`config.mk`:
```
export PLATFORM = sky130hd
export DESIGN_NAME = vest_queue
export DESIGN_NICKNAME = d
export VERILOG_FILES = /design/src/rtl/vest_pkg.sv /design/src/rtl/vest_queue.sv
export SDC_FILE = /design/constraint.sdc
export NUM_CORES = 1
export LEC_CHECK = 0
export ABC_AREA = 1
export BUFFER_PORTS_ARGS = -buffer_cell sky130_fd_sc_hd__buf_2
export CORE_MARGIN = 4
export CORE_UTILIZATION = 56
export DETAILED_ROUTE_END_ITERATION = 8
export GPL_TIMING_DRIVEN = 0
export HOLD_SLACK_MARGIN = 0.15
export PLACE_DENSITY = 0.81
export SETUP_SLACK_MARGIN = 0.5
export SYNTH_ARGS = -nofsm -noshare
export SYNTH_HDL_FRONTEND = slang
export SYNTH_SLANG_ARGS = --single-unit
```
`constraint.sdc`:
```
create_clock -name clk_i -period 4.45 [get_ports clk_i]
set_input_delay 0.445 -clock clk_i [delete_from_list [all_inputs] [get_ports clk_i]]
set_output_delay 0.445 -clock clk_i [all_outputs]
set_load 0.005 [all_outputs]
```
`src/rtl/vest_pkg.sv`:
```
`timescale 1ns / 1ps
`default_nettype none
package vest_pkg;

  localparam int MaxVerticesDef     = 1024;
  localparam int MaxPatternEdgesDef = 16;

  localparam int CmdW    = 2;
  localparam int VertexW = 10;
  localparam int EdgeW   = 4;
  localparam int ValueW  = 32;
  localparam int NpeW    = 5;
  localparam int NdvW    = 11;

  localparam int ApbAddrW = 3;
  localparam int ApbDataW = 32;

  localparam logic [CmdW-1:0] CMD_INIT   = 2'd0;
  localparam logic [CmdW-1:0] CMD_UPDATE = 2'd1;
  localparam logic [CmdW-1:0] CMD_READ   = 2'd2;

  localparam logic [NpeW-1:0] NpeReset = 5'd16;
  localparam logic [NdvW-1:0] NdvReset = 11'd1024;

  localparam logic signed [ValueW-1:0] QMax = 32'sh7fff_ffff;
  localparam logic signed [ValueW-1:0] QMin = 32'sh8000_0000;

  localparam int QueueDepth = 2;
  localparam int QPtrW      = (QueueDepth > 1) ? $clog2(QueueDepth) : 1;

  typedef enum logic [1:0] {
    OP_INIT,
    OP_UPDATE,
    OP_READ
  } op_e;

  typedef enum logic {
    BK_IDLE,
    BK_EXEC
  } back_state_e;

  typedef enum logic [0:0] {
    REG_NUM_PATTERN_EDGES,
    REG_NUM_DATA_VERTICES
  } reg_idx_e;

  typedef struct packed {
    logic [NpeW-1:0] num_pattern_edges;
    logic [NdvW-1:0] num_data_vertices;
  } cfg_t;

  // Classified item as it waits between front and back.
  typedef struct packed {
    op_e                       op;
    logic                      err;
    logic [VertexW-1:0]        vertex;
    logic [EdgeW-1:0]          pattern_edge;
    logic signed [ValueW-1:0]  value;
  } item_t;

  typedef struct packed {
    logic  empty;
    item_t head;
  } q_status_t;

  // a - b clamped to the 32-bit signed range
  function automatic logic signed [ValueW-1:0] sat_sub(
    input logic signed [ValueW-1:0] a,
    input logic signed [ValueW-1:0] b
  );
    logic signed [ValueW:0] diff;
    logic signed [ValueW-1:0] res;
    diff = {a[ValueW-1], a} - {b[ValueW-1], b};
    if (diff[ValueW] != diff[ValueW-1]) begin
      res = diff[ValueW] ? QMin : QMax;
    end else begin
      res = diff[ValueW-1:0];
    end
    return res;
  endfunction

endpackage
`default_nettype wire

```
`src/rtl/vest_queue.sv`:
```
`timescale 1ns / 1ps
`default_nettype none
module vest_queue import vest_pkg::*; (
  input  wire logic  clk_i,
  input  wire logic  rst_ni,
  input  wire logic  push_i,
  input  item_t      item_i,
  output logic       full_o,
  input  wire logic  pop_i,
  output q_status_t  status_o
);

  item_t              slot_q [QueueDepth];
  logic [QPtrW-1:0]   wr_ptr_q, wr_ptr_d, rd_ptr_q, rd_ptr_d;
  logic [QPtrW:0]     count_q, count_d;
  logic               do_push, do_pop;

  assign full_o  = (count_q == (QPtrW+1)'(QueueDepth));
  assign do_push = push_i && !full_o;
  assign do_pop  = pop_i && (count_q != '0);

  assign status_o.empty = (count_q == '0);
  assign status_o.head  = slot_q[rd_ptr_q];

  always_comb begin
    wr_ptr_d = wr_ptr_q;
    rd_ptr_d = rd_ptr_q;
    count_d  = count_q;
    if (do_push) begin
      wr_ptr_d = (wr_ptr_q == QPtrW'(QueueDepth-1)) ? '0 : wr_ptr_q + 1'b1;
    end
    if (do_pop) begin
      rd_ptr_d = (rd_ptr_q == QPtrW'(QueueDepth-1)) ? '0 : rd_ptr_q + 1'b1;
    end
    case ({do_push, do_pop})
      2'b10:   count_d = count_q + 1'b1;
      2'b01:   count_d = count_q - 1'b1;
      default: count_d = count_q;
    endcase
  end

  always_ff @(posedge clk_i or negedge rst_ni) begin
    if (!rst_ni) begin
      wr_ptr_q <= '0;
      rd_ptr_q <= '0;
      count_q  <= '0;
    end else begin
      wr_ptr_q <= wr_ptr_d;
      rd_ptr_q <= rd_ptr_d;
      count_q  <= count_d;
    end
  end

  always_ff @(posedge clk_i) begin
    if (do_push) begin
      slot_q[wr_ptr_q] <= item_i;
    end
  end

endmodule
`default_nettype wire

```
Yosys cells after proc, flatten, opt, wreduce, memory -nomap -nowiden:

Memory sizes are Yosys's and may differ from the RTL's.
Cells that the tools add are included.

* logic and storage cells: 22
* bits in latches: 0
* memories kept: 1
* input port bits: 53
* bits in registers: 4
* memory bits (writable): 98
* bits in read-only memories: 0
* output and inout bits: 51

Memory list
* slot_q: words 2, width 49, rd ports 1, clocked after Yosys merged registers in 0, wr ports 1, line vest_queue.sv:13 `item_t slot_q [QueueDepth];`

* multiplexer cells: 5
* $mul: 0
* add/sub/neg operators: 4
* order comparisons: 0
* eq/ne operators: 3
* shift-type cells: 0
* bitwise operators: 0
* reductions and logical operators: 6
* div/mod/pow operators: 0

Operators by type and width (number)
* 2-bit == test (second input constant): 2
* 1-bit two-way mux: 4
* 2-bit case mux with 2 select lines: 1
* 2-bit nonzero test: 2
* 1-bit adder (second input constant): 2
* 2-bit by 1-bit adder with 2-bit output (second input constant): 1
* 2-bit by 1-bit == test with 1-bit output (second input constant): 1
* 1-bit logical AND: 2
* 2-bit zero test: 1
* 2-bit by 1-bit subtractor with 2-bit output (second input constant): 1
* 1-bit zero test: 1

Logic depth before layout (Yosys ltp):

* depth in word-level cells: 5
* depth in mapped cells: 10

Least setup slack after synthesis:

Ideal clock, no wire load.

* path type: flip-flop to flip-flop
* start point: reg count_q[0]
* end point: mem slot_q[1][0] in the netlist's numbering, enable pin
* slack: 1.398 ns
* data required time: 3.994 ns
* arrival: 2.596 ns
* path buffers: 0
* cell stages (with the launch flop): 3
* cell sequence: dfrtp_1 -> o21ai_2 -> nor2_1

* word-level cells in the longest chain between the ends: 5

RTL lines
* start, declared: line vest_queue.sv:15 `logic [QPtrW:0] count_q, count_d;`
* start signal, assigned: line vest_queue.sv:50 `count_q <= count_d;`
* 2-bit == test: line vest_queue.sv:18 `assign full_o = (count_q == (QPtrW+1)'(QueueDepth));`
* 1-bit zero test: line vest_queue.sv:19 `assign do_push = push_i && !full_o;`
* 1-bit logical AND: line vest_queue.sv:19
* 1-bit two-way mux: line vest_queue.sv:55 `if (do_push) begin`
* 1-bit two-way mux (implied by the code): line vest_queue.sv:56 `slot_q[wr_ptr_q] <= item_i;`
* end, declared: line vest_queue.sv:13

Every way passes these cells.

==> reports/results.tsv <==
stage	metric	value	unit
synth	synth_compound_gate_area_share	0.2299	%
placed_design	pre_cts_slack	2.683	ns
worst_setup_path	worst-path-max-fanout	10	
global_routing	grt_overflow	0	
clock_network	cts-hold-fix-buffers	1	
global_routing	grt_first_pass_wirelength	11060	um
route	detail_route.vias_per_cell	4.865	
power	power.combinational.fraction	33.4	%
worst_setup_path	critPathRequiredTime	4.01	ns
power	report.power.total	2.908	mW
power	leakagePower	2.078	nW
worst_setup_path	worst_path_cell_chain	buf_4 -> inv_4 -> buf_4 -> nand2_1 -> nand2_1 -> buf_2	
global_routing	largest_net_degree_at_the_start_of_global_routing	32	
cells_and_area	insertedDiodeCount	0	
placed_design	detailed_place_hpwl	4671	um
worst_hold_path	hold_start	item_i[7]	
power	vdd_drop_max	0.3899	mV
placed_design	global_placement_routability_congestion	0.7536	
synth	yosysWarnings	0	
route	final_antenna_net_count	0	
worst_hold_path	hold_path.class	in -> reg	
worst_setup_path	timing.critical_path.max_delay_family	buffers and inverters	
synth	synth.ff_latch_count	102	
timing	timing.slew.headroom	59.05	%
synth	synth_cells	289	
flow_run	drv_cap	0	
cells_and_area	regArea	3043	sq um
synth	synth-adder-area-share	0.3284	%
cells_and_area	post-route-util	71.99	%
timing	clock_skew	0.01216	ns
worst_setup_path	worstReg2RegStart	count_q[0]$_DFFE_PN0P_	
floorplanning	die_height	90.48	um
worst_setup_path	reg_to_reg_endpoint	slot_q[1][2]$_DFFE_PP_	
synth	synth.yosys.seq_area_share	79.87	%
power	power.sequential.fraction	46.9	%
worst_setup_path	timing.reg2reg.worst_path_depth	3	
floorplanning	die_x	90.48	um
synth	yosys.area.top_type	sky130_fd_sc_hd__edfxtp_1	
clock_network	numCtsBuffers	9	
route	drt_pass1_iterations	4	
global_routing	first_global_vias	2377	
worst_setup_path	critPathLaunchType	register	
route	detailroute.via_count	2374	
floorplanning	fp.coreArea	6495	sq um
route	post_drt_wl_per_cell	13.98	um
worst_setup_path	worst_endpoint_data_arrival_time	1.38	ns
worst_hold_path	timing.hold.worst_path_depth	1	
timing	setup_total_negative_slack	0	ns
power	net_switching_component_of_the_power	0.9579	mW
timing	final.min_clock_period	1.826	ns
synth	yosysUniqueCellTypes	17	
power	internal-power	1.950	mW
power	power_switching_share	32.94	%
global_routing	antenna_violations_before_repair	0	
route	detail_route.iter0.violations	105	
synth	synth_simple_gate_area_share	16.35	%
cells_and_area	final_layout_size_suffix_gt1_share	34.06	%
timing	timing.final.setup_violations	0	
route	detail_route.drc_violations	0	
timing	tightestPinTransition	0.6129	ns
worst_hold_path	whs_endpoint	slot_q[1][7]$_DFFE_PP_	
cells_and_area	area_of_combinational_cells_with_multiple_inputs	660.6	sq um
floorplanning	die-area	8187	sq um
worst_setup_path	crit_slowest_cell	sky130_fd_sc_hd__dfrtp_1	
timing	rsz_0062_raised_after_global_routing	no	
cells_and_area	nNetsFinal	460	
timing	setup_ws	2.624	ns
power	clock_power_share	19.7	%
clock_network	clock_latency_at_the_later_pin_of_the_worst_skew_pair	0.36	ns
synth	post_synth_xor_area_fraction	0.2299	%
placed_design	io_buffer_count	103	
global_routing	grt_usage	17.50	%
clock_network	ctsResizeCount	0	
clock_network	cts_setup_buffers	0	
floorplanning	rows	29	
synth	yosys-top-cells-area	sky130_fd_sc_hd__edfxtp_1 (77%), sky130_fd_sc_hd__nand2_1 (15%), sky130_fd_sc_hd__dfrtp_1 (2.6%)	
power	p_per_area	621.9	nW/um^2
clock_network	cts_tree	done	
synth	synth_mux_area_share	0	%
clock_network	cts_num_sinks	102	
clock_network	cts.reportedPaths.clkPinSlew	0.10	ns
synth	combined_area_of_all_synthesized_cells	3810	sq um
clock_network	cts_htree_levels	3	
floorplanning	initial_utilization	58.66	%
synth	main_combinational_cell_family_by_area_after_synthesis	simple AND/OR/NAND/NOR gates	
outcome	outcome	complete, no violations	
worst_setup_path	timing.setup.critical_path_class	reg -> out	
worst_setup_path	max_stage_delay	0.37	ns
synth	avgSynthCellArea	13.18	sq um
worst_setup_path	worstPathBufferInverterCount	4	
cells_and_area	n_fill_cell	456	
synth	synth_top_area_share	77.24	%
floorplanning	ioPinCount	104	
route	postRouteWirelength	6824	um
timing	fmaxAchievable	547.6	MHz
worst_setup_path	setup.worst_path.end_class	output pin	
timing	layout_worst_path_cycle_share	41.04	%
clock_network	master_cell_of_the_clock_root_buffer	sky130_fd_sc_hd__clkbuf_8	
cells_and_area	layout-area-overhead-vs-synth	22.73	%
worst_setup_path	worst-r2r-setup-slack	2.74	ns
synth	synth_nets	343	
timing	slew_violations	0	
timing	report.final.hold_viol_count	0	
clock_network	cts_max_path_buffers	2	
## Yosys cell counts, drive strengths merged
library cell / instances
buf: 11
dfrtp: 4
edfxtp: 98
ha: 1
inv: 10
nand2: 157
nand3: 3
nand4: 1
nor2: 2
o21ai: 1
xnor2: 1
## worst reg2reg max path, cell delays in order, from the launching register on
cell                      delay, ns
sky130_fd_sc_hd__dfrtp_1       0.48
sky130_fd_sc_hd__o21ai_2       0.14
sky130_fd_sc_hd__nor2_4        0.49
sky130_fd_sc_hd__buf_12        0.29
## metrics by stage
stage | hold WS, ns | cells | instance area [sq um]
finish | 0.2659 | 488 | 4676
global route | 0.2450 | 488 | 4676
CTS | 0.2479 | 488 | 4676
detailed placement | 0.2537 | 471 | 4469
global placement | 0.2514 | 469 | 4422
floorplan | 0.1494 | 289 | 3810
## final cells by class
type | instances | area share, %
Buffer | 11 | 1.579
Clock buffer | 9 | 2.649
Clock inverter | 7 | 1.552
Inverter | 10 | 0.8563
Multi-Input combinational cell | 166 | 14.13
Sequential cell | 102 | 65.08
Tap cell | 77 | 2.060
Timing Repair Buffer | 106 | 12.10
## how the worst max path moves through the flow
stage,startpoint,to,slack (ns),cells after the start
6_report,rd_ptr_q$_DFFE_PN0P_,status_o[32],2.62,6
5_1_grt,rd_ptr_q$_DFFE_PN0P_,status_o[39],2.52,6
4_1_cts,rd_ptr_q$_DFFE_PN0P_,status_o[8],2.61,6
3_5_place_dp,push_i,slot_q[1][1]$_DFFE_PP_,2.68,4
3_3_place_gp,push_i,slot_q[1][1]$_DFFE_PP_,0.26,3
2_1_floorplan,count_q[0]$_DFFE_PN0P_,slot_q[1][0]$_DFFE_PP_,1.40,2
## sequential cells by signal (all words and copies together), names as in the netlist
name      count
rd_ptr_q      1
count_q       2
slot_q       98
wr_ptr_q      1
## logic make-up after synthesis
| kind of cell | after synthesis |
|---|---|
| AND/OR/NAND/NOR | 163 |
| flip-flops | 102 |
| XOR/XNOR | 1 |
| AO/OA/AOI/OAI | 1 |
| adder cells (fa/ha/maj) | 1 |
| buffers and inverters | 21 |
## cells in the final DEF, fill, tap and decap left out, types with 2 or more instances in the layout
cell type and instances:
sky130_fd_sc_hd__buf_2 108, sky130_fd_sc_hd__edfxtp_1 98, sky130_fd_sc_hd__buf_4 5, sky130_fd_sc_hd__nand3_1 3, sky130_fd_sc_hd__inv_6 2, sky130_fd_sc_hd__dfrtp_1 4, sky130_fd_sc_hd__nand2_1 156, sky130_fd_sc_hd__buf_12 2
sky130_fd_sc_hd__clkbuf_8 9, sky130_fd_sc_hd__inv_1 5, sky130_fd_sc_hd__inv_2 4
## power by group through the flow
stage	registers [mW]	clock network, mW	logic, mW
after floorplan	1.39	0	0.548
after global placement	1.40	0	0.929
after detailed placement	1.39	0	0.987
after CTS	1.36	0.583	0.993
after global routing	1.38	0.626	1.11
final	1.36	0.574	0.970
## routing by layer
| layer | vias to the layer above | global-route usage, % | wire length [um] |
|---|---|---|---|
| met3 | 13 | 6.917 | 588 |
| met5 | - | 0 | 0 |
| met1 | 1069 | 20.65 | 2821 |
| li1 | 1198 | - | - |
| met4 | 0 | 7.270 | 130 |
| met2 | 94 | 28.60 | 3283 |
No activity file was read; power rests on OpenSTA's default activity.
