==> config.mk <==
export PLATFORM = sky130hd
export DESIGN_NAME = vest_regs
export DESIGN_NICKNAME = d
export VERILOG_FILES = /design/src/rtl/vest_pkg.sv /design/src/rtl/vest_regs.sv
export SDC_FILE = /design/constraint.sdc
export NUM_CORES = 1
export LEC_CHECK = 0
export ABC_AREA = 1
export BUFFER_PORTS_ARGS = -buffer_cell sky130_fd_sc_hd__buf_2
export CAP_MARGIN = 10
export CORE_MARGIN = 1
export CORE_UTILIZATION = 32
export DETAILED_ROUTE_END_ITERATION = 8
export PLACE_DENSITY = 0.78
export SLEW_MARGIN = 20
export SYNTH_ARGS = -nofsm -noshare
export SYNTH_HDL_FRONTEND = slang
export SYNTH_SLANG_ARGS = --single-unit
==> constraint.sdc <==
create_clock -name clk_i -period 0.8 [get_ports clk_i]
set_input_delay 0.16 -clock clk_i [delete_from_list [all_inputs] [get_ports clk_i]]
set_output_delay 0.16 -clock clk_i [all_outputs]
set_load 0.1 [all_outputs]
==> src/rtl/vest_pkg.sv <==
`timescale 1ns / 1ps
`default_nettype none
package vest_pkg;

  localparam int MaxVerticesDef     = 1024;
  localparam int MaxPatternEdgesDef = 16;

  localparam int CmdW    = 2;
  localparam int VertexW = 10;
  localparam int EdgeW   = 4;
  localparam int ValueW  = 32;
  localparam int NpeW    = 5;
  localparam int NdvW    = 11;

  localparam int ApbAddrW = 3;
  localparam int ApbDataW = 32;

  localparam logic [CmdW-1:0] CMD_INIT   = 2'd0;
  localparam logic [CmdW-1:0] CMD_UPDATE = 2'd1;
  localparam logic [CmdW-1:0] CMD_READ   = 2'd2;

  localparam logic [NpeW-1:0] NpeReset = 5'd16;
  localparam logic [NdvW-1:0] NdvReset = 11'd1024;

  localparam logic signed [ValueW-1:0] QMax = 32'sh7fff_ffff;
  localparam logic signed [ValueW-1:0] QMin = 32'sh8000_0000;

  localparam int QueueDepth = 2;
  localparam int QPtrW      = (QueueDepth > 1) ? $clog2(QueueDepth) : 1;

  typedef enum logic [1:0] {
    OP_INIT,
    OP_UPDATE,
    OP_READ
  } op_e;

  typedef enum logic {
    BK_IDLE,
    BK_EXEC
  } back_state_e;

  typedef enum logic [0:0] {
    REG_NUM_PATTERN_EDGES,
    REG_NUM_DATA_VERTICES
  } reg_idx_e;

  typedef struct packed {
    logic [NpeW-1:0] num_pattern_edges;
    logic [NdvW-1:0] num_data_vertices;
  } cfg_t;

  // Classified item as it waits between front and back.
  typedef struct packed {
    op_e                       op;
    logic                      err;
    logic [VertexW-1:0]        vertex;
    logic [EdgeW-1:0]          pattern_edge;
    logic signed [ValueW-1:0]  value;
  } item_t;

  typedef struct packed {
    logic  empty;
    item_t head;
  } q_status_t;

  // a - b clamped to the 32-bit signed range
  function automatic logic signed [ValueW-1:0] sat_sub(
    input logic signed [ValueW-1:0] a,
    input logic signed [ValueW-1:0] b
  );
    logic signed [ValueW:0] diff;
    logic signed [ValueW-1:0] res;
    diff = {a[ValueW-1], a} - {b[ValueW-1], b};
    if (diff[ValueW] != diff[ValueW-1]) begin
      res = diff[ValueW] ? QMin : QMax;
    end else begin
      res = diff[ValueW-1:0];
    end
    return res;
  endfunction

endpackage
`default_nettype wire

==> src/rtl/vest_regs.sv <==
`timescale 1ns / 1ps
`default_nettype none
module vest_regs import vest_pkg::*; (
  input  wire logic                clk_i,
  input  wire logic                rst_ni,
  input  wire logic                psel,
  input  wire logic                penable,
  input  wire logic                pwrite,
  input  wire logic [ApbAddrW-1:0] paddr,
  input  wire logic [ApbDataW-1:0] pwdata,
  output logic      [ApbDataW-1:0] prdata,
  output logic                     pready,
  output cfg_t                     cfg_o
);

  cfg_t     cfg_q, cfg_d;
  reg_idx_e idx;
  logic     wr_en;

  // word address, byte offset ignored
  assign idx    = reg_idx_e'(paddr[2]);
  assign wr_en  = psel && penable && pwrite;
  assign pready = 1'b1;

  always_comb begin
    cfg_d = cfg_q;
    if (wr_en) begin
      case (idx)
        REG_NUM_PATTERN_EDGES: cfg_d.num_pattern_edges = pwdata[NpeW-1:0];
        REG_NUM_DATA_VERTICES: cfg_d.num_data_vertices = pwdata[NdvW-1:0];
        default: cfg_d = cfg_q;
      endcase
    end
  end

  always_comb begin
    case (idx)
      REG_NUM_PATTERN_EDGES: prdata = ApbDataW'(cfg_q.num_pattern_edges);
      REG_NUM_DATA_VERTICES: prdata = ApbDataW'(cfg_q.num_data_vertices);
      default:               prdata = '0;
    endcase
  end

  always_ff @(posedge clk_i or negedge rst_ni) begin
    if (!rst_ni) begin
      cfg_q.num_pattern_edges <= NpeReset;
      cfg_q.num_data_vertices <= NdvReset;
    end else begin
      cfg_q <= cfg_d;
    end
  end

  assign cfg_o = cfg_q;

endmodule
`default_nettype wire

* Word-level counts from Yosys, hierarchy flattened *
Cells that the tools add are included.

storage, ports and cells
  register bits = 16
  input port bits = 40

cells by class
  mux-type cells = 1
  reduce and logical (&&, ||, !) cells = 4
  bitwise logic cells = 1

operators by type and width
  kind                 count
  $pmux W32 S2         1
  $reduce_and A2 Y1    2
  $logic_and A1 B1 Y1  2
  $not A1 Y1           1

* Logic depth before layout (Yosys ltp) *
Gate-level depths: netlist of the first run.

  depth after elaboration = 3
  mapped depth = 5
  gate-level depth less buffers = 4

* Worst setup path before layout of the first run *
No wires, ideal clock.

  path type = reg-to-output
  start = reg cfg_q (netlist bit cfg_o[0])
  end = out prdata[0]
  arrival time = 1.705 ns
  path slack = -1.065 ns
  required time = 0.640 ns
  cell stages (with the launch flop) = 3
  cells stage by stage = dfrtp_1 nand2_1 nand2_1

between the ends
  cells in the longest elaborated chain, start to end = 1

RTL lines
  element                   line             text
  start: declaration        vest_regs.sv:16  cfg_t cfg_q, cfg_d;
  start signal: assignment  vest_regs.sv:49  cfg_q <= cfg_d;
  $pmux W32 S2              vest_regs.sv:37  case (idx)
  end: declaration          vest_regs.sv:11  output logic [ApbDataW-1:0] prdata,

Every way passes these cells. The select of a mux whose other input is x is not followed.

* Worst setup path after layout of the first run *
  start = reg cfg_q (netlist bit cfg_o[10])
  end = out prdata[10]

Same word-level chain as after synthesis.

==> flow_metrics.env, run 1 <==
export IMPL_status="finished, violations left"
export IMPL_violations="setup timing"
export IMPL_r2r_slack_ps=-260
export IMPL_ys_types=11
export IMPL_synth_cell_area_um2=943
export IMPL_synth_area_leader_cell="dfrtp_1"
export IMPL_r2r_start="cfg_o[10]"
export IMPL_core_area_um2=2780
export IMPL_drt_first_pass_iters=4
export IMPL_finalNonFillerCells=237
export IMPL_worstPathArrival_ps=1280
export IMPL_power_total_uw=6440
export IMPL_clock_skew_ps=0
export IMPL_antenna_left=0
export IMPL_fmax_mhz=695
export IMPL_yosys_top_cells_area="dfrtp_1, nand2_1, buf_4"
export IMPL_wl_per_cell_um=16.8
export IMPL_syn_inst=126
export IMPL_finalHoldViolCount=0
export IMPL_avgSynthCellArea_um2=7.49
export IMPL_insertion_delay_ps=290
export IMPL_via_per_inst=4.85
export IMPL_clockRootBuffer="clkbuf_4"
export IMPL_path_max_fanout=2
export IMPL_start_kind="flip-flop"
export IMPL_antenna_found_initial=0
export IMPL_ys_warnings_count=0
export IMPL_die_area_um2=3170
export IMPL_fin_crit_sh_pct=180
export IMPL_synth_top_area_share_pct=37.1
export IMPL_drv_slew=0
export IMPL_portBuffers=43
export IMPL_num_io_pins=89
export IMPL_whs_ps=110
export IMPL_clock_sinks=16
export IMPL_dr_first_iter_drc_count=40
export IMPL_antenna_cells=0
export IMPL_yosysMostFrequentCell="nand2_1"
export IMPL_power_density_nw_per_um2=2800
export IMPL_p_leak_uw=0.00112
export IMPL_cts_buffers=3
export IMPL_whs_endpoint="cfg_o[15]"
export IMPL_cts_tree="done"
export IMPL_overflow=0
export IMPL_start_util_pct=33.9
export IMPL_synth_commonest_cells="nand2_1, buf_4, nand3_1"
export IMPL_grt_setup_unrepaired="true"
export IMPL_yosysSeqAreaShare_pct=42.7
export IMPL_fp_dieW_um=56.3
export IMPL_areaGrowthSynthToFinish_pct=144
export IMPL_startpoint="cfg_o[10]"
export IMPL_route_detailed_drc=0
export IMPL_placementRows=19
export IMPL_htree_levels=1
export IMPL_min_path_type="in -> reg"
export IMPL_setup_tns_ps=-14800
export IMPL_synth_ff_type="dfrtp_1"
export IMPL_synth_edf_count=0
export IMPL_cts_buffer_depth=2
export IMPL_rr_endpoint="cfg_o[10]"
export IMPL_vdd_drop_max_mv=2.64
export IMPL_hold_start="pwdata[4]"
export IMPL_fillCellCount=140
export IMPL_drive_above_1_share_pct=69.4
export IMPL_grtUsageTotal_pct=20.3
export IMPL_cts_clk_slew_worst_paths_ps=110
export IMPL_dp_cells=218
export IMPL_post_dp_hpwl_um=2170
export IMPL_end_kind="primary output"
export IMPL_finalWeightedCongestion=0.735
export IMPL_worstRegToRegCells=4
export IMPL_largest_reg_flops=16
export IMPL_crit_type="reg -> out"
export IMPL_ys_seq_elements=16
export IMPL_worstPathRequired_ps=640
export IMPL_nNetsFinal=247
export IMPL_vias=1150
export IMPL_maxCapViolCount=0
export IMPL_grt_pass1_wl_um=5000
export IMPL_grt_max_degree=24
export IMPL_grt_pass1_vias=1103
export IMPL_period_minus_slack_ps=1440
export IMPL_finalWorstSetupSlack_ps=-639
export IMPL_fin_util_pct=82.7
export IMPL_fp_dieH_um=56.3
export IMPL_async_flop_share_pct=100
export IMPL_setup_violations=39
export IMPL_holdPathStages=3
export IMPL_routed_wl_um=3970
-- final cells by class --
cell class                 count  area (um2)  area share, %
tap                           31        38.8           1.69
multi-input combinational     95         599           26.1
timing repair buffer          83        1120           48.7
clock buffer                   4        26.3           1.14
inverter                       8        52.6           2.29
sequential                    16         463           20.1
-- where the power goes --
part	switching [uW]	total, uW	internal (uW)
clock network	274	468	194
registers	223	1300	1080
logic	2960	4670	1710
-- how the worst max path moves through the flow --
stage,end,cells after the start,slack [ps]
2_1_floorplan,prdata[10],2,-550
3_3_place_gp,prdata[10],3,-270
3_5_place_dp,prdata[2],6,-300
4_1_cts,prdata[10],3,-610
5_1_grt,prdata[10],3,-670
6_report,prdata[10],3,-640
-- per-stage QoR --
step,instance area (um2),setup slack [ps]
after floorplan,1270,-552
after global routing,2300,-667
final,2300,-639
after CTS,2130,-613
after global placement,1980,-271
after detailed placement,1980,-298
-- worst max-delay path, cell delays in order, from the launching register on --
cell and delay, ps:
dfstp_4 670, nand2_4 60, clkinvlp_4 80, buf_12 170
-- repair_timing --
item	4_1_cts	5_1_grt
gates resized for setup	25	17
hold buffers	1	0
setup buffers	3	13
cloned	0	1
endpoints found under the setup margin	39	40
pin swaps	6	6
endpoints found under the hold margin	14	0
-- cells in the final DEF, fill, tap and decap left out, drive strengths merged --
master | Yosys | routed
buf | 27 | 81
dlygate4sd3 | 0 | 1
clkinvlp | 0 | 6
clkbuf | 0 | 5
nand2 | 54 | 54
nor2 | 1 | 1
inv | 8 | 2
conb | 2 | 22
dfstp | 2 | 2
nand4 | 2 | 2
nand3 | 16 | 16
dfrtp | 14 | 14
-- cells by family after synthesis --
group / Yosys count / synth area share [%]
other cells: 2 / 0.796
flops: 16 / 42.7
buf+inv: 35 / 24.0
simple gates: 73 / 32.5
-- routing by layer --
metal / routed length [um] / GRT usage [%] / vias to the layer above
met2: 2010 / 36.9 / 77
met3: 293 / 3.46 / 6
met5: 0 / 0 / -
met4: 37 / 5.57 / 0
met1: 1630 / 24.7 / 562
li1: - / - / 505
(Power assumes the default switching activity.)
==> run 2: changes to the inputs <==
--- a/config.mk
+++ b/config.mk
@@ -5,13 +5,14 @@
 export SDC_FILE = /design/constraint.sdc
 export NUM_CORES = 1
 export LEC_CHECK = 0
-export ABC_AREA = 1
+export ABC_AREA = 0
 export BUFFER_PORTS_ARGS = -buffer_cell sky130_fd_sc_hd__buf_2
 export CAP_MARGIN = 10
 export CORE_MARGIN = 1
-export CORE_UTILIZATION = 32
+export CORE_UTILIZATION = 31
 export DETAILED_ROUTE_END_ITERATION = 8
 export PLACE_DENSITY = 0.78
+export SETUP_SLACK_MARGIN = 0.02
 export SLEW_MARGIN = 20
 export SYNTH_ARGS = -nofsm -noshare
 export SYNTH_HDL_FRONTEND = slang
==> run 2 against run 1 <==
Effect of this change:
- the flow still finishes with violations (setup timing)
- critical path depth down 1
- final cell count shrank 29%
- synthesized cell count fell by 44%
- flip-flop and latch count unchanged
- non-clock buffer count down 15
- register-to-register slack gained 40 ps
- die area fell by 3.9%
- sequential share of layout area up 4.4 points
- largest power group unchanged
- highest routed layer unchanged
==> flow_metrics.env, run 2 <==
export IMPL_finalHoldViolCount=0
export IMPL_r2r_start="cfg_o[10]"
export IMPL_hold_start="pwdata[5]"
export IMPL_path_cells="mux2_4, buf_12"
export IMPL_finalWorstSetupSlack_ps=-622
export IMPL_largest_reg_flops=16
export IMPL_vdd_drop_max_mv=2.68
export IMPL_via_per_inst=4.50
export IMPL_drt_first_pass_iters=2
export IMPL_dp_cells=160
export IMPL_portBuffers=43
export IMPL_ys_types=9
export IMPL_clock_skew_ps=0
export IMPL_slowest_delay_ps=500
export IMPL_rr_endpoint="cfg_o[10]"
export IMPL_htree_levels=1
export IMPL_fillCellCount=152
export IMPL_antenna_left=0
export IMPL_drv_slew=0
export IMPL_worstPathRequired_ps=640
export IMPL_cts_buffer_depth=2
export IMPL_worstPathArrival_ps=1260
export IMPL_crit_type="reg -> out"
export IMPL_fin_util_pct=73.5
export IMPL_synth_cell_area_um2=877
export IMPL_setup_tns_ps=-15770
export IMPL_fmax_mhz=703
export IMPL_grt_max_degree=17
export IMPL_whs_ps=102
export IMPL_power_total_uw=6870
export IMPL_maxCapViolCount=0
export IMPL_cts_tree="done"
export IMPL_r2r_slack_ps=-220
export IMPL_path_max_fanout=2
export IMPL_holdPathStages=2
export IMPL_async_flop_share_pct=100
export IMPL_routed_wl_um=2850
export IMPL_fin_crit_sh_pct=178
export IMPL_antenna_cells=0
export IMPL_syn_inst=71
export IMPL_overflow=0
export IMPL_core_area_um2=2570
export IMPL_p_leak_uw=0.000941
export IMPL_synth_area_leader_cell="dfrtp_1"
export IMPL_grt_pass1_vias=803
export IMPL_period_minus_slack_ps=1420
export IMPL_status="finished, violations left"
export IMPL_violations="setup timing"
export IMPL_yosys_top_cells_area="dfrtp_1, mux2_2, buf_4"
export IMPL_wl_per_cell_um=16.9
export IMPL_grt_pass1_wl_um=4070
export IMPL_ys_seq_elements=16
export IMPL_finalWeightedCongestion=0.658
export IMPL_cts_clk_slew_worst_paths_ps=100
export IMPL_slowest_stage="dfrtp_4"
export IMPL_fp_dieH_um=55.2
export IMPL_route_detailed_drc=0
export IMPL_dr_first_iter_drc_count=3
export IMPL_yosysMostFrequentCell="buf_4"
export IMPL_finalNonFillerCells=169
export IMPL_synth_top_area_share_pct=39.9
export IMPL_synth_edf_count=0
export IMPL_grt_setup_unrepaired="true"
export IMPL_setup_violations=43
export IMPL_clock_sinks=16
export IMPL_start_kind="flip-flop"
export IMPL_start_util_pct=34.2
export IMPL_most_common_layout_cells="buf_12, conb_1, mux2_4"
export IMPL_fp_dieW_um=55.2
export IMPL_num_io_pins=89
export IMPL_insertion_delay_ps=280
export IMPL_antenna_found_initial=0
export IMPL_power_density_nw_per_um2=3640
export IMPL_areaGrowthSynthToFinish_pct=115
export IMPL_cts_buffers=3
export IMPL_placementRows=18
export IMPL_worstRegToRegCells=3
export IMPL_drive_above_1_share_pct=82.0
export IMPL_avgSynthCellArea_um2=12.4
export IMPL_post_dp_hpwl_um=1940
export IMPL_yosysSeqAreaShare_pct=45.9
export IMPL_min_path_type="in -> reg"
export IMPL_ys_warnings_count=0
export IMPL_synth_ff_type="dfrtp_1"
export IMPL_clockRootBuffer="clkbuf_4"
export IMPL_die_area_um2=3050
export IMPL_vias=760
export IMPL_nNetsFinal=180
export IMPL_final_common_cell="buf_12"
export IMPL_end_kind="primary output"
export IMPL_synth_commonest_cells="buf_4, mux2_2, dfrtp_1"
export IMPL_whs_endpoint="cfg_o[5]"
export IMPL_grtUsageTotal_pct=20.3
==> run 2: changes by cell type in the layout (fill, tap and decap cells not counted), moves of 4 or more <==
cell / before / now
and2_4: 0 / 6
buf_4: 9 / 4
mux2_4: 0 / 21
nand2_2: 16 / 0
buf_12: 35 / 27
nand3_1: 16 / 0
nand2_4: 14 / 0
nand2_8: 4 / 0
clkinvlp_4: 6 / 0
nand2_1: 20 / 0
==> run 2: final cells by class <==
class                           instances  area, um2  share of cell area (%)
Tap cell                               30       37.5                    1.99
Clock buffer                            4       36.3                    1.92
Sequential cell                        16        463                    24.5
Timing Repair Buffer                   68        886                    46.9
Multi-Input combinational cell         51        465                    24.7
==> run 2: per-layer routing <==
layer  wire length (um)  global-route usage [%]  vias to the layer above
met5                  0                       0                        -
met4                 59                    10.4                        0
met3                285                    5.74                        6
met2               1460                    36.9                       49
met1               1040                    20.9                      378
li1                   -                       -                      327
==> run 2: worst max path at each step <==
| stage | from | end | slack (ps) |
|---|---|---|---|
| after floorplan | cfg_o[15] | prdata[4] | -530 |
| after global placement | paddr[2] | prdata[1] | -310 |
| after detailed placement | paddr[2] | prdata[2] | -330 |
| after CTS | cfg_o[15] | prdata[4] | -610 |
| after global routing | cfg_o[13] | prdata[2] | -650 |
| final | cfg_o[11] | prdata[0] | -620 |
==> run 2: critical path, delay by kind of cell, from the launching register on <==
kind     cells  cell delay, ps
flops        1             500
buf+inv      1             170
mux          1             300
==> run 2: repair_timing <==
action	4_1_cts	5_1_grt
hold buffers	1	0
setup buffers	3	7
gates resized for setup	15	11
setup endpoints to repair	43	43
endpoints found under the hold margin	14	0
==> run 2: report_power, final <==
| group | switching, uW | internal (uW) | total (uW) |
|---|---|---|---|
| sequential | 173 | 1120 | 1290 |
| clock | 266 | 277 | 543 |
| combinational | 3130 | 1910 | 5040 |
==> run 2: kinds of logic (layout without fill, tap and decap cells) <==
logic type | count (synthesis) | count (layout) | share of synthesized area [%]
and+or+nand+nor | 8 | 8 | 5.99
DFF | 16 | 16 | 45.9
muxes | 21 | 21 | 27.0
buffers and inverters | 24 | 72 | 20.3
other | 2 | 22 | 0.856
==> run 2: stage by stage <==
stage | instance area [um2] | setup slack [ps]
finish | 1890 | -622
global route | 1890 | -646
CTS | 1860 | -606
detailed placement | 1730 | -333
global placement | 1730 | -311
floorplan | 1100 | -533
